==> src/design/ptrd_pkg.sv <==
// Shared constants, command codes and control/status types for the task release dispatcher.
package ptrd_pkg;

    localparam int TASK_SLOTS = 8;
    localparam int IDX_W = (TASK_SLOTS > 1) ? $clog2(TASK_SLOTS) : 1;

    localparam int CMD_W = 3;
    localparam int SLOT_W = 4;
    localparam int PERIOD_W = 16;
    localparam int PEND_W = 8;
    localparam int TICK_W = 32;

    localparam int IN_DATA_W = 24;
    localparam int OUT_DATA_W = 40;

    localparam logic [PEND_W-1:0] PENDING_MAX = 8'd255;

    localparam logic [CMD_W-1:0] CMD_TICK = 3'd0;
    localparam logic [CMD_W-1:0] CMD_DISPATCH = 3'd1;
    localparam logic [CMD_W-1:0] CMD_ADD = 3'd2;
    localparam logic [CMD_W-1:0] CMD_SET_ENABLE = 3'd3;
    localparam logic [CMD_W-1:0] CMD_SET_PERIOD = 3'd4;
    localparam logic [CMD_W-1:0] CMD_REQUEST_RUN = 3'd5;

    typedef struct packed {
        logic capture;
        logic tick_step;
        logic disp_step;
        logic single;
        logic result_load;
    } ptrd_ctrl_t;

    typedef struct packed {
        logic idx_last;
        logic hit;
        logic out_busy;
    } ptrd_stat_t;

endpackage

==> src/design/periodic_task_release_dispatcher_core.sv <==
// Top level of the periodic task release dispatcher.
// The block keeps a table of task slots, where the slot index is the priority and slot 0
// is the highest. Commands arrive on the s_axis-style input channel (s_tvalid, s_tready,
// s_tdata); one result per command leaves on the output channel (m_tvalid, m_tready,
// m_tdata). A transaction completes when tvalid and tready are both high at a clock edge.
// A command is taken only while the controller is idle. A tick visits every slot's
// countdown, one slot per cycle, before its result is loaded. A dispatch scans slots in
// priority order, one per cycle, and stops at the first ready slot or at the last slot.
// Add, set enable, set period and request run pass through a single-step state before the
// result state; unused codes go straight to the result state. The next command can be
// accepted in the cycle after the result is loaded. The result sits in an output register;
// the next command is accepted while it waits. If the receiver stalls and a second result
// is finished, the controller holds it and accepts nothing further until the output
// register frees up. Reset clears every slot, the tick counter and the output valid flag.
module periodic_task_release_dispatcher_core
    import ptrd_pkg::*;
(
    input  logic                  clk,
    input  logic                  rst_n,
    input  logic                  s_tvalid,
    output logic                  s_tready,
    // Fields from bit 0: cmd[2:0], slot[6:3], period_in[22:7], enable_in[23].
    input  logic [IN_DATA_W-1:0]  s_tdata,
    output logic                  m_tvalid,
    input  logic                  m_tready,
    // Fields from bit 0: ok[0], chosen_slot[4:1], tick_count[36:5], zero fill[39:37].
    output logic [OUT_DATA_W-1:0] m_tdata
);

    ptrd_ctrl_t ctrl;
    ptrd_stat_t stat;

    ptrd_ctrl u_ctrl (
        .clk      (clk),
        .rst_n    (rst_n),
        .in_valid (s_tvalid),
        .in_cmd   (s_tdata[CMD_W-1:0]),
        .stat     (stat),
        .in_ready (s_tready),
        .ctrl     (ctrl)
    );

    ptrd_datapath u_datapath (
        .clk       (clk),
        .rst_n     (rst_n),
        .ctrl      (ctrl),
        .in_data   (s_tdata),
        .out_ready (m_tready),
        .stat      (stat),
        .out_valid (m_tvalid),
        .out_data  (m_tdata)
    );

endmodule

==> src/design/ptrd_ctrl.sv <==
// Controller state machine that sequences command handling over the slot table.
module ptrd_ctrl
    import ptrd_pkg::*;
(
    input  logic             clk,
    input  logic             rst_n,
    input  logic             in_valid,
    input  logic [CMD_W-1:0] in_cmd,
    input  ptrd_stat_t       stat,
    output logic             in_ready,
    output ptrd_ctrl_t       ctrl
);

    typedef enum logic [2:0] {
        ST_IDLE,
        ST_TICK,
        ST_SCAN,
        ST_SINGLE,
        ST_RESULT
    } state_t;

    state_t state_reg;
    state_t state_next;

    assign in_ready = (state_reg == ST_IDLE);

    always_comb
    begin
        state_next = state_reg;
        ctrl = '0;
        unique case (state_reg)
            ST_IDLE:
            begin
                if (in_valid)
                begin
                    ctrl.capture = 1'b1;
                    case (in_cmd)
                        CMD_TICK:     state_next = ST_TICK;
                        CMD_DISPATCH: state_next = ST_SCAN;
                        CMD_ADD, CMD_SET_ENABLE, CMD_SET_PERIOD, CMD_REQUEST_RUN:
                            state_next = ST_SINGLE;
                        default:      state_next = ST_RESULT;
                    endcase
                end
            end
            ST_TICK:
            begin
                ctrl.tick_step = 1'b1;
                if (stat.idx_last)
                begin
                    state_next = ST_RESULT;
                end
            end
            ST_SCAN:
            begin
                ctrl.disp_step = 1'b1;
                if (stat.hit || stat.idx_last)
                begin
                    state_next = ST_RESULT;
                end
            end
            ST_SINGLE:
            begin
                ctrl.single = 1'b1;
                state_next = ST_RESULT;
            end
            ST_RESULT:
            begin
                if (!stat.out_busy)
                begin
                    ctrl.result_load = 1'b1;
                    state_next = ST_IDLE;
                end
            end
            default:
            begin
                state_next = ST_IDLE;
            end
        endcase
    end

    always_ff @(posedge clk or negedge rst_n)
    begin
        if (!rst_n)
        begin
            state_reg <= ST_IDLE;
        end
        else
        begin
            state_reg <= state_next;
        end
    end

endmodule

==> src/design/ptrd_datapath.sv <==
// Datapath with the slot table, tick counter, working result and output register.
module ptrd_datapath
    import ptrd_pkg::*;
(
    input  logic                  clk,
    input  logic                  rst_n,
    input  ptrd_ctrl_t            ctrl,
    input  logic [IN_DATA_W-1:0]  in_data,
    input  logic                  out_ready,
    output ptrd_stat_t            stat,
    output logic                  out_valid,
    output logic [OUT_DATA_W-1:0] out_data
);

    logic [CMD_W-1:0]    cmd_reg;
    logic [SLOT_W-1:0]   slot_reg;
    logic [PERIOD_W-1:0] period_reg;
    logic                enable_reg;
    logic [IDX_W-1:0]    idx_reg;
    logic [TICK_W-1:0]   tick_reg;
    logic                ok_reg;
    logic [SLOT_W-1:0]   chosen_reg;
    logic                out_valid_reg;
    logic [OUT_DATA_W-1:0] out_data_reg;

    logic                valid_reg [TASK_SLOTS];
    logic                en_reg [TASK_SLOTS];
    logic [PERIOD_W-1:0] period_tbl_reg [TASK_SLOTS];
    logic [PERIOD_W-1:0] cd_reg [TASK_SLOTS];
    logic [PEND_W-1:0]   pend_reg [TASK_SLOTS];

    logic [CMD_W-1:0]    in_cmd;
    logic [IDX_W-1:0]    sidx;
    logic [IDX_W-1:0]    addr;
    logic                in_range;
    logic                rd_valid;
    logic                rd_en;
    logic [PERIOD_W-1:0] rd_period;
    logic [PERIOD_W-1:0] rd_cd;
    logic [PEND_W-1:0]   rd_pend;
    logic [PERIOD_W-1:0] cd_dec;
    logic [PEND_W-1:0]   pend_inc;
    logic                live;
    logic                hit;

    assign in_cmd = in_data[CMD_W-1:0];
    assign sidx = slot_reg[IDX_W-1:0];
    assign in_range = {1'b0, slot_reg} < (SLOT_W+1)'(TASK_SLOTS);
    assign addr = ctrl.single ? sidx : idx_reg;

    assign rd_valid = valid_reg[addr];
    assign rd_en = en_reg[addr];
    assign rd_period = period_tbl_reg[addr];
    assign rd_cd = cd_reg[addr];
    assign rd_pend = pend_reg[addr];

    assign cd_dec = rd_cd - PERIOD_W'(1);
    assign pend_inc = (rd_pend == PENDING_MAX) ? rd_pend : rd_pend + PEND_W'(1);
    assign live = in_range && rd_valid;
    assign hit = rd_valid && rd_en && (rd_pend != '0);

    assign stat.idx_last = (idx_reg == IDX_W'(TASK_SLOTS - 1));
    assign stat.hit = hit;
    assign stat.out_busy = out_valid_reg && !out_ready;

    assign out_valid = out_valid_reg;
    assign out_data = out_data_reg;

    always_ff @(posedge clk)
    begin
        if (ctrl.capture)
        begin
            cmd_reg <= in_cmd;
            slot_reg <= in_data[CMD_W +: SLOT_W];
            period_reg <= in_data[CMD_W+SLOT_W +: PERIOD_W];
            enable_reg <= in_data[CMD_W+SLOT_W+PERIOD_W];
        end
    end

    always_ff @(posedge clk or negedge rst_n)
    begin
        if (!rst_n)
        begin
            idx_reg <= '0;
            tick_reg <= '0;
            ok_reg <= 1'b0;
            chosen_reg <= '0;
            out_valid_reg <= 1'b0;
            out_data_reg <= '0;
            for (int i = 0; i < TASK_SLOTS; i++)
            begin
                valid_reg[i] <= 1'b0;
                en_reg[i] <= 1'b0;
                period_tbl_reg[i] <= '0;
                cd_reg[i] <= '0;
                pend_reg[i] <= '0;
            end
        end
        else
        begin
            if (ctrl.capture)
            begin
                idx_reg <= '0;
                ok_reg <= (in_cmd == CMD_TICK);
                chosen_reg <= '0;
                if (in_cmd == CMD_TICK)
                begin
                    tick_reg <= tick_reg + TICK_W'(1);
                end
            end

            if (ctrl.tick_step)
            begin
                idx_reg <= idx_reg + IDX_W'(1);
                if (rd_valid && rd_en && (rd_cd != '0))
                begin
                    if (cd_dec == '0)
                    begin
                        pend_reg[addr] <= pend_inc;
                        cd_reg[addr] <= rd_period;
                    end
                    else
                    begin
                        cd_reg[addr] <= cd_dec;
                    end
                end
            end

            if (ctrl.disp_step)
            begin
                if (hit)
                begin
                    pend_reg[addr] <= rd_pend - PEND_W'(1);
                    ok_reg <= 1'b1;
                    chosen_reg <= SLOT_W'(idx_reg);
                end
                else
                begin
                    idx_reg <= idx_reg + IDX_W'(1);
                end
            end

            if (ctrl.single)
            begin
                case (cmd_reg)
                    CMD_ADD:
                    begin
                        if (in_range)
                        begin
                            valid_reg[addr] <= 1'b1;
                            en_reg[addr] <= 1'b1;
                            period_tbl_reg[addr] <= period_reg;
                            cd_reg[addr] <= period_reg;
                            pend_reg[addr] <= PEND_W'(1);
                            ok_reg <= 1'b1;
                        end
                    end
                    CMD_SET_ENABLE:
                    begin
                        if (live)
                        begin
                            en_reg[addr] <= enable_reg;
                            ok_reg <= 1'b1;
                        end
                    end
                    CMD_SET_PERIOD:
                    begin
                        if (live)
                        begin
                            period_tbl_reg[addr] <= period_reg;
                            ok_reg <= 1'b1;
                        end
                    end
                    CMD_REQUEST_RUN:
                    begin
                        if (live)
                        begin
                            pend_reg[addr] <= pend_inc;
                            ok_reg <= 1'b1;
                        end
                    end
                    default:
                    begin
                        ok_reg <= 1'b0;
                    end
                endcase
            end

            if (ctrl.result_load)
            begin
                out_valid_reg <= 1'b1;
                out_data_reg <= {3'b000, tick_reg, chosen_reg, ok_reg};
            end
            else if (out_ready)
            begin
                out_valid_reg <= 1'b0;
            end
        end
    end

endmodule

==> config.mk <==
export PLATFORM = sky130hd
export DESIGN_NAME = periodic_task_release_dispatcher_core
export DESIGN_NICKNAME = d
export VERILOG_FILES = /design/src/design/ptrd_pkg.sv /design/src/design/periodic_task_release_dispatcher_core.sv /design/src/design/ptrd_ctrl.sv /design/src/design/ptrd_datapath.sv
export SDC_FILE = /design/constraint.sdc
export NUM_CORES = 1
export LEC_CHECK = 0
export BUFFER_PORTS_ARGS = -buffer_cell sky130_fd_sc_hd__buf_2
export CORE_AREA = 10 10 290 292
export DETAILED_ROUTE_END_ITERATION = 7
export DIE_AREA = 0 0 300 302
export PLACE_DENSITY_LB_ADDON = 0.1
export SYNTH_ARGS = -nofsm -noshare
export SYNTH_HDL_FRONTEND = slang
export SYNTH_HIERARCHICAL = 1
export SYNTH_SLANG_ARGS = --single-unit
==> constraint.sdc <==
create_clock -name clk -period 4.8 [get_ports clk]
set_input_delay 0.24 -clock clk [delete_from_list [all_inputs] [get_ports clk]]
set_output_delay 0.24 -clock clk [all_outputs]
set_load 0.005 [all_outputs]
## Word-level counts from Yosys, hierarchy flattened

Cells that the tools add are included.

| storage, ports and cells | value |
|---|---|
| bits of input ports | 28 |
| word-level logic and storage cells | 191 |
| register bits | 441 |

| cells by class | value |
|---|---|
| bitwise gates (word level) | 6 |
| reduce and logical (&&, ||, !) cells | 23 |
| order comparisons | 3 |
| mux-type cells | 81 |
| eq/ne operators | 22 |
| add/subtract/negate cells | 5 |

Operators with widths:

| kind | number |
|---|---|
| $mux 128 | 8 |
| $bwmux 128 | 4 |
| $mux 64 | 8 |
| $pmux 128 s2 | 1 |
| $bwmux 64 | 3 |
| $pmux 64 s2 | 1 |
| $bmux 16 s3 | 2 |
| $mux 16 | 5 |
| $and 56x56->56 | 1 |
| $not 56->56 | 1 |
| $demux 16 s3 | 1 |
| $mux 8 | 6 |
| $add 32x1->32 const B | 1 |
| $mux 3 | 9 |
| $bmux 8 s3 | 1 |
| $demux 8 s3 | 1 |
| $or 8x8->8 | 3 |
| $mux 1 | 20 |
| $eq 3x2->1 const B | 6 |
| $eq 3x3->1 const B | 6 |
| $logic_not 16->1 | 1 |
| $pmux 8 s2 | 1 |
| $reduce_bool 16->1 | 1 |
| $sub 16x1->16 const B | 1 |
| other kinds (29) | 48 |

## Depth between registers and ports, before layout

Gate-level depths: netlist (run 1).

| logic depth | value |
|---|---|
| depth after elaboration | 20 |
| gate-level depth with buffers | 23 |

## Cells and area by module

Netlist (run 1), hierarchy kept.

Modules (own cells, without submodules):

| module | instances | area an instance (µm²) | cells an instance | seq. area each (µm²) |
|---|---|---|---|---|
| ptrd_datapath | 1 | 23020.8 | 2332 | 11080.6 |
| ptrd_ctrl | 1 | 219.0 | 27 | 75.1 |

## Worst setup path after synthesis (run 1)

OpenSTA, ideal clock, no wires.

| timing | value |
|---|---|
| path type | flip-flop to flip-flop |
| from | register u_ctrl.state_reg[2] |
| to | register u_datapath/pend_reg[7] (netlist name) |
| setup slack | -0.017 ns |
| path buffers | 2 |
| arrival time | 4.681 ns |
| clock period less this slack | 4.817 ns |
| stages on the path, launching flop included | 20 |
| cells stage by stage | dfrtp_1 -> nand2b_4 -> nor2_1 -> buf_4 -> mux2_4 -> buf_6 -> nand2_1 -> a21oi_1 -> a2111oi_4 -> ha_1 -> inv_1 -> nor3_1 -> nand3b_1 -> mux2_2 -> o22a_1 -> nor2_2 -> nand4_4 -> mux2_2 -> a211oi_1 -> o32ai_1 |

RTL lines:

| item | RTL line | text |
|---|---|---|
| start: declaration | ptrd_ctrl.sv:22 | `state_t state_reg;` |
| start signal: assignment | ptrd_ctrl.sv:90 | `state_reg <= state_next;` |
| end signal: indexed assignment | ptrd_datapath.sv:119 | `pend_reg[addr] <= pend_inc;` |
| end signal: indexed assignment | ptrd_datapath.sv:133 | `pend_reg[addr] <= rd_pend - PEND_W'(1);` |
| end signal: indexed assignment | ptrd_datapath.sv:178 | `pend_reg[addr] <= pend_inc;` |
| end: declaration | ptrd_datapath.sv:30 | `logic [PEND_W-1:0] pend_reg [TASK_SLOTS];` |

==> out/results.tsv, run 1 <==
metric	value	unit
status	completed	
post_drt_wl_per_cell	25.8	um
cpPeakStageDelay	0.51	ns
area_growth	23.0	%
comb_power_share	0.502	
place.gp.congestion	0.881	
vias_per_cell	5.50	
cts_root_buf	clkbuf_16	
worst_slack	0.180	ns
drv_slew	0	
p_leak	12.4	nW
post-synth-top-area-cell	dfrtp_1	
cts_tree	yes	
postPlaceCellArea	26200	sq um
worstMarginPinSlew	1.17	ns
hold_path_depth	3	
avgSynthCellArea	9.85	sq um
grt_max_degree	139	
cp-start-kind	register	
worstPathCellList	nand2b_4 -> nor2_4 -> or3b_1 -> and2_2 -> buf_4 -> o22ai_2 -> nor2_1 -> buf_4 -> or3_1 -> a2111o_1 -> nor4_4 -> buf_12 -> and3_1 -> a21oi_2 -> a22o_1 -> a32o_1	
cellPowerDensity	649	nW/um^2
fin_cells	3673	
yosys.area.top_type_share	0.449	
seqCellArea	11200	sq um
layout_common_cells	dfrtp_1 (417), nand2_1 (310), buf_4 (201), mux2_2 (193), o21ai_0 (179)	
pre_cts_slack	-0.0517	ns
fin_crit	4.62	ns
dp_cells	3531	
switching_share	0.452	
setup.worst_path.class	reg -> reg	
rrSetupSlack	0.18	ns
finalHoldViolCount	0	
via_count	20200	
p_sw	0.00840	W
finish.net_count	2616	
timing.critical_path.mode_cell	buf_4	
pwr-share-seq	0.261	
clkPwrFrac	0.236	
final_antenna_net_count	0	
fill_cells	7947	
ios	70	
grt_usage	0.203	
critPathArrivalTime	5.11	ns
crit_path_end_kind	register	
design.die.area	90600	sq um
chipHeight	302	um
cap_violations	0	
r2r_start	u_ctrl/state_reg[2]$_DFFE_PN0P_	
min_path_type	in -> reg	
fmax	216	MHz
skew	0.0313	ns
htreeDepth	2	
portBuffers	66	
crit_required	5.29	ns
die_width	300	um
dr.pass1.iters	5	
ys_types	85	
insertion_delay	0.63	ns
ys_ff_latch	441	
setup_tns	0	ns
drtIter0Drc	1741	
synth_edf_count	24	
hold_start	m_tready	
synth.top_cells.by_area	dfrtp_1 (45%), mux2_2 (9.4%), nand2_1 (5.0%)	
synth_flop_cell	dfrtp_1	
yosysWarnings	6	
critPathMaxFanout	7	
grt_pass1_wl	139000	um
drive_gt1_frac	0.244	
cts_buffers	55	
dp_hpwl	63500	um
slowest_stage	a2111o_1	
worstRegToRegCells	16	
p_int	0.0102	W
reg2reg_to	u_datapath/pend_reg[60]$_DFF_PN0_	
final_common_cell	dfrtp_1	
maxSlewHeadroom	0.215	
finalSetupViolCount	0	
netlist_instances	2359	
ys_async_sr_fraction	0.946	
grt_antenna_before_repair	0	
num_rows	103	
clk_pin_slew	0.06	ns
seq_area_frac_synth	0.480	
diodes	0	
synth_area	23200	sq um
ir_drop	0.467	mV
initial_core_util	0.297	
overflow	0	
first_global_vias	20200	
totalWireLength	94700	um
rsz0062_at_grt	yes	
p_total	0.0186	W
cts_max_path_buffers	3	
min_to	u_datapath/out_valid$_DFFE_PN0P_	
drc	0	
cts_sinks	441	
core_area	78400	sq um
period_share	0.962	
multi_input_area	11500	sq um
fin_area	28600	sq um
[routing by layer]
metal | GRT usage | routed length [um] | vias to the layer above | share of wire
li1 | - | - | 9104 | -
met1 | 0.279 | 43000 | 10300 | 0.45
met2 | 0.329 | 43800 | 652 | 0.46
met3 | 0.0245 | 4730 | 175 | 0.050
met4 | 0.0670 | 3200 | 0 | 0.034
met5 | 0 | 0 | - | 0
[cell families (layout without fill, tap and decap cells)]
| kind of cell | Yosys count | in the layout | synth area share |
|---|---|---|---|
| AO/OA/AOI/OAI | 736 | 736 | 0.204 |
| other | 1 | 3 | 0.000161 |
| adder cells (fa/ha/maj) | 9 | 9 | 0.00485 |
| AND/OR/NAND/NOR | 685 | 686 | 0.140 |
| flip-flops | 441 | 441 | 0.480 |
| multiplexers | 243 | 243 | 0.115 |
| XOR/XNOR | 55 | 55 | 0.0207 |
| buffers and inverters | 189 | 450 | 0.0346 |
[power groups by stage]
stage               logic, W  clock network (W)  registers [W]
finish               0.00933            0.00439        0.00485
detailed placement   0.00911                  0        0.00491
global placement     0.00909                  0        0.00491
CTS                  0.00916            0.00450        0.00485
global route         0.00984            0.00466        0.00491
floorplan            0.00458                  0        0.00464
[stage by stage]
stage	utilization	hold slack, ns
4_1_cts	0.362	0.109
6_report	0.365	0.142
3_5_place_dp	0.335	0.287
2_1_floorplan	-	-0.0556
3_3_place_gp	0.335	0.291
5_1_grt	0.365	0.127
[how the worst max path moves through the flow]
stage                                    startpoint                                end  slack [ns]  depth (start not counted)
finish              u_ctrl/state_reg[2]$_DFFE_PN0P_  u_datapath/pend_reg[60]$_DFF_PN0_        0.18                         16
CTS                 u_ctrl/state_reg[2]$_DFFE_PN0P_   u_datapath/pend_reg[1]$_DFF_PN0_       0.003                         17
global placement    u_ctrl/state_reg[2]$_DFFE_PN0P_  u_datapath/pend_reg[15]$_DFF_PN0_        0.06                         16
detailed placement  u_ctrl/state_reg[2]$_DFFE_PN0P_   u_datapath/pend_reg[7]$_DFF_PN0_       -0.05                         16
floorplan           u_ctrl/state_reg[2]$_DFFE_PN0P_  u_datapath/pend_reg[48]$_DFF_PN0_       -0.01                         22
global route        u_ctrl/state_reg[2]$_DFFE_PN0P_     u_datapath/cd_reg[7]$_DFF_PN0_       -0.03                         20
[cells in the mapped netlist, types with 5 or more instances]
master,instances
dfrtp_1,417
nand2_1,310
mux2_2,193
o21ai_0,179
nor2_1,167
clkbuf_1,114
a21oi_1,110
o21ai_1,85
a211o_1,73
a211oi_1,66
o22ai_1,55
mux2i_1,46
o31ai_1,45
nand3_1,41
xnor2_1,38
buf_2,33
nor3_1,28
edfxtp_1,24
inv_1,24
nand2b_1,17
nor4_1,17
xor2_1,17
nand4_1,16
and2_1,15
a22o_1,14
a22oi_1,13
a31oi_1,10
o22a_1,10
and3_1,9
ha_1,9
a32o_1,8
buf_4,8
nor2b_1,7
nor4_2,7
a21boi_0,6
nand4_4,6
o211ai_1,6
o221ai_1,6
o2bb2ai_1,6
or3_1,6
a21o_1,5
nand3b_1,5
[final cells by class]
type,instances,share of cell area
multi-input combinational,1732,0.401
sequential,441,0.390
timing repair buffer,322,0.0933
clock buffer,83,0.0557
tap,1050,0.0460
clock inverter,18,0.0106
inverter,27,0.00355
[worst max-delay path, delay by kind of cell, from the launching register on]
| family | cells | cell delay [ns] |
|---|---|---|
| AO/OA/AOI/OAI | 5 | 1.39 |
| buffers and inverters | 3 | 0.57 |
| flip-flops | 1 | 0.38 |
| AND/OR/NAND/NOR | 8 | 2.13 |
[timing repair]
action                     CTS  global route
hold buffers                26             0
resized for setup            2            17
cloned                       0             2
setup endpoints to repair   14           182
hold endpoints to repair    96             0
buffers inserted             1            12
pin swaps                    2             6
Power figures use the tool's default switching activity.
==> run 2, diff against run 1 <==
==> constraint.sdc (replaced) <==
create_clock -name clk -period 5.8 [get_ports clk]
set_input_delay 0.29 -clock clk [delete_from_list [all_inputs] [get_ports clk]]
set_output_delay 0.29 -clock clk [all_outputs]
set_load 0.005 [all_outputs]
==> out/results.tsv, run 2 (synthesized netlist as in run 1, its figures left out) <==
metric	value	unit
status	completed	
final_common_cell	dfrtp_1	
multi_input_area	11400	sq um
critPathMaxFanout	16	
chipHeight	302	um
totalWireLength	91500	um
slowest_stage	a2111oi_4	
ir_drop	0.490	mV
fin_crit	5.48	ns
setup.worst_path.class	reg -> reg	
crit_required	6.28	ns
grt_pass1_wl	136000	um
ios	70	
initial_core_util	0.297	
via_count	19900	
drv_slew	0	
finalSetupViolCount	0	
num_rows	103	
insertion_delay	0.64	ns
critPathArrivalTime	5.96	ns
dr.pass1.iters	8	
drive_gt1_frac	0.212	
layout_common_cells	dfrtp_1 (417), nand2_1 (309), mux2_2 (193), o21ai_0 (179), nor2_1 (156)	
hold_path_depth	3	
die_width	300	um
cp-start-kind	register	
p_total	0.0143	W
place.gp.congestion	0.898	
cpPeakStageDelay	0.52	ns
portBuffers	66	
diodes	0	
cts_sinks	441	
first_global_vias	19900	
r2r_start	u_ctrl/state_reg[2]$_DFFE_PN0P_	
setup_tns	0	ns
cts_tree	yes	
grt_antenna_before_repair	0	
drc	0	
core_area	78400	sq um
overflow	0	
cap_violations	0	
hold_start	m_tready	
finish.net_count	2520	
area_growth	18.2	%
cp_top_family	simple AND/OR/NAND/NOR gates	
worstMarginPinSlew	1.14	ns
min_to	u_datapath/out_valid$_DFFE_PN0P_	
fill_cells	8054	
grt_usage	0.198	
clk_pin_slew	0.06	ns
cellPowerDensity	521	nW/um^2
htreeDepth	2	
final_antenna_net_count	0	
rsz0062_at_grt	no	
min_path_type	in -> reg	
cts_root_buf	clkbuf_16	
cts_max_path_buffers	3	
reg2reg_to	u_datapath/pend_reg[1]$_DFF_PN0_	
p_leak	11.8	nW
worstRegToRegCells	21	
fmax	183	MHz
drtIter0Drc	1719	
worstPathCellList	nand2b_4 -> nor2_2 -> buf_4 -> or3_1 -> buf_4 -> nand2_1 -> a22o_1 -> a2111oi_4 -> ha_1 -> inv_1 -> nor3_1 -> buf_4 -> nand3b_1 -> mux2_2 -> o22a_1 -> nor2_2 -> buf_4 -> nand4_4 -> mux2_2 -> a211oi_1 -> o22ai_1	
maxSlewHeadroom	0.237	
seqCellArea	11200	sq um
design.die.area	90600	sq um
cts_buffers	53	
crit_path_end_kind	register	
period_share	0.945	
dp_hpwl	60400	um
vias_per_cell	5.56	
finalHoldViolCount	0	
timing.critical_path.mode_cell	buf_4	
rrSetupSlack	0.32	ns
grt_max_degree	147	
post_drt_wl_per_cell	25.6	um
cp_num_buf_inv	5	
skew	0.0483	ns
fin_util	0.351	
[run 2: changes by cell type in the layout (fill, tap and decap cells not counted), moves of 3 or more]
cell	delta
buf_4	-72
clkbuf_1	-4
bufinv_16	-3
buf_6	-4
clkbuf_16	-3
buf_12	-15
clkinv_2	+5
[run 2: worst max path at each step]
stage	startpoint	to	cells after the start
floorplan	u_ctrl/state_reg[2]$_DFFE_PN0P_	u_datapath/pend_reg[7]$_DFF_PN0_	19
global placement	u_ctrl/state_reg[2]$_DFFE_PN0P_	u_datapath/cd_reg[13]$_DFF_PN0_	18
detailed placement	u_ctrl/state_reg[2]$_DFFE_PN0P_	u_datapath/cd_reg[13]$_DFF_PN0_	17
CTS	u_ctrl/state_reg[2]$_DFFE_PN0P_	u_datapath/cd_reg[11]$_DFF_PN0_	17
global route	u_ctrl/state_reg[2]$_DFFE_PN0P_	u_datapath/cd_reg[126]$_DFF_PN0_	19
finish	u_ctrl/state_reg[2]$_DFFE_PN0P_	u_datapath/pend_reg[1]$_DFF_PN0_	21
[run 2: repair_timing]
action	in CTS	in global routing
endpoints found under the hold margin	67	0
buffers inserted	0	3
endpoints found under the setup margin	0	21
hold buffers	26	0
resized for setup	0	3
[run 2: routing by layer]
metal / vias up / global-route usage / wire (um)
met4: 0 / 0.0639 / 3000
met3: 178 / 0.0289 / 4690
li1: 8930 / - / -
met5: - / 0 / 0
met1: 10100 / 0.270 / 41800
met2: 678 / 0.321 / 42100
[run 2: power by group]
| group | switching [W] | internal, W | leakage (nW) |
|---|---|---|---|
| clock network | 0.00144 | 0.00201 | 0.881 |
| logic | 0.00476 | 0.00207 | 5.00 |
| registers | 0.000456 | 0.00358 | 5.96 |
[run 2: layout make-up]
class / instances / share of cell area
clock inverters: 23 / 0.00988
flip-flops and latches: 441 / 0.406
well taps: 1050 / 0.0478
repair buffers: 229 / 0.0629
inverters: 27 / 0.00369
clock buffers: 77 / 0.0555
multi-input cells: 1731 / 0.414
[run 2: stage by stage]
step	hold WS, ns	setup WS [ns]	cells	instance area, sq um
final	0.176	0.321	3578	27500
after CTS	0.135	0.291	3575	27500
after detailed placement	0.268	0.290	3449	25400
after global placement	0.264	0.358	3449	25400
after floorplan	-0.00559	0.983	2361	23200
after global routing	0.157	0.00232	3578	27500
[run 2: tightest hold or removal path: stages]
cell     delay, ns
buf_2         0.07
nor2b_1       0.10
or2_2         0.29
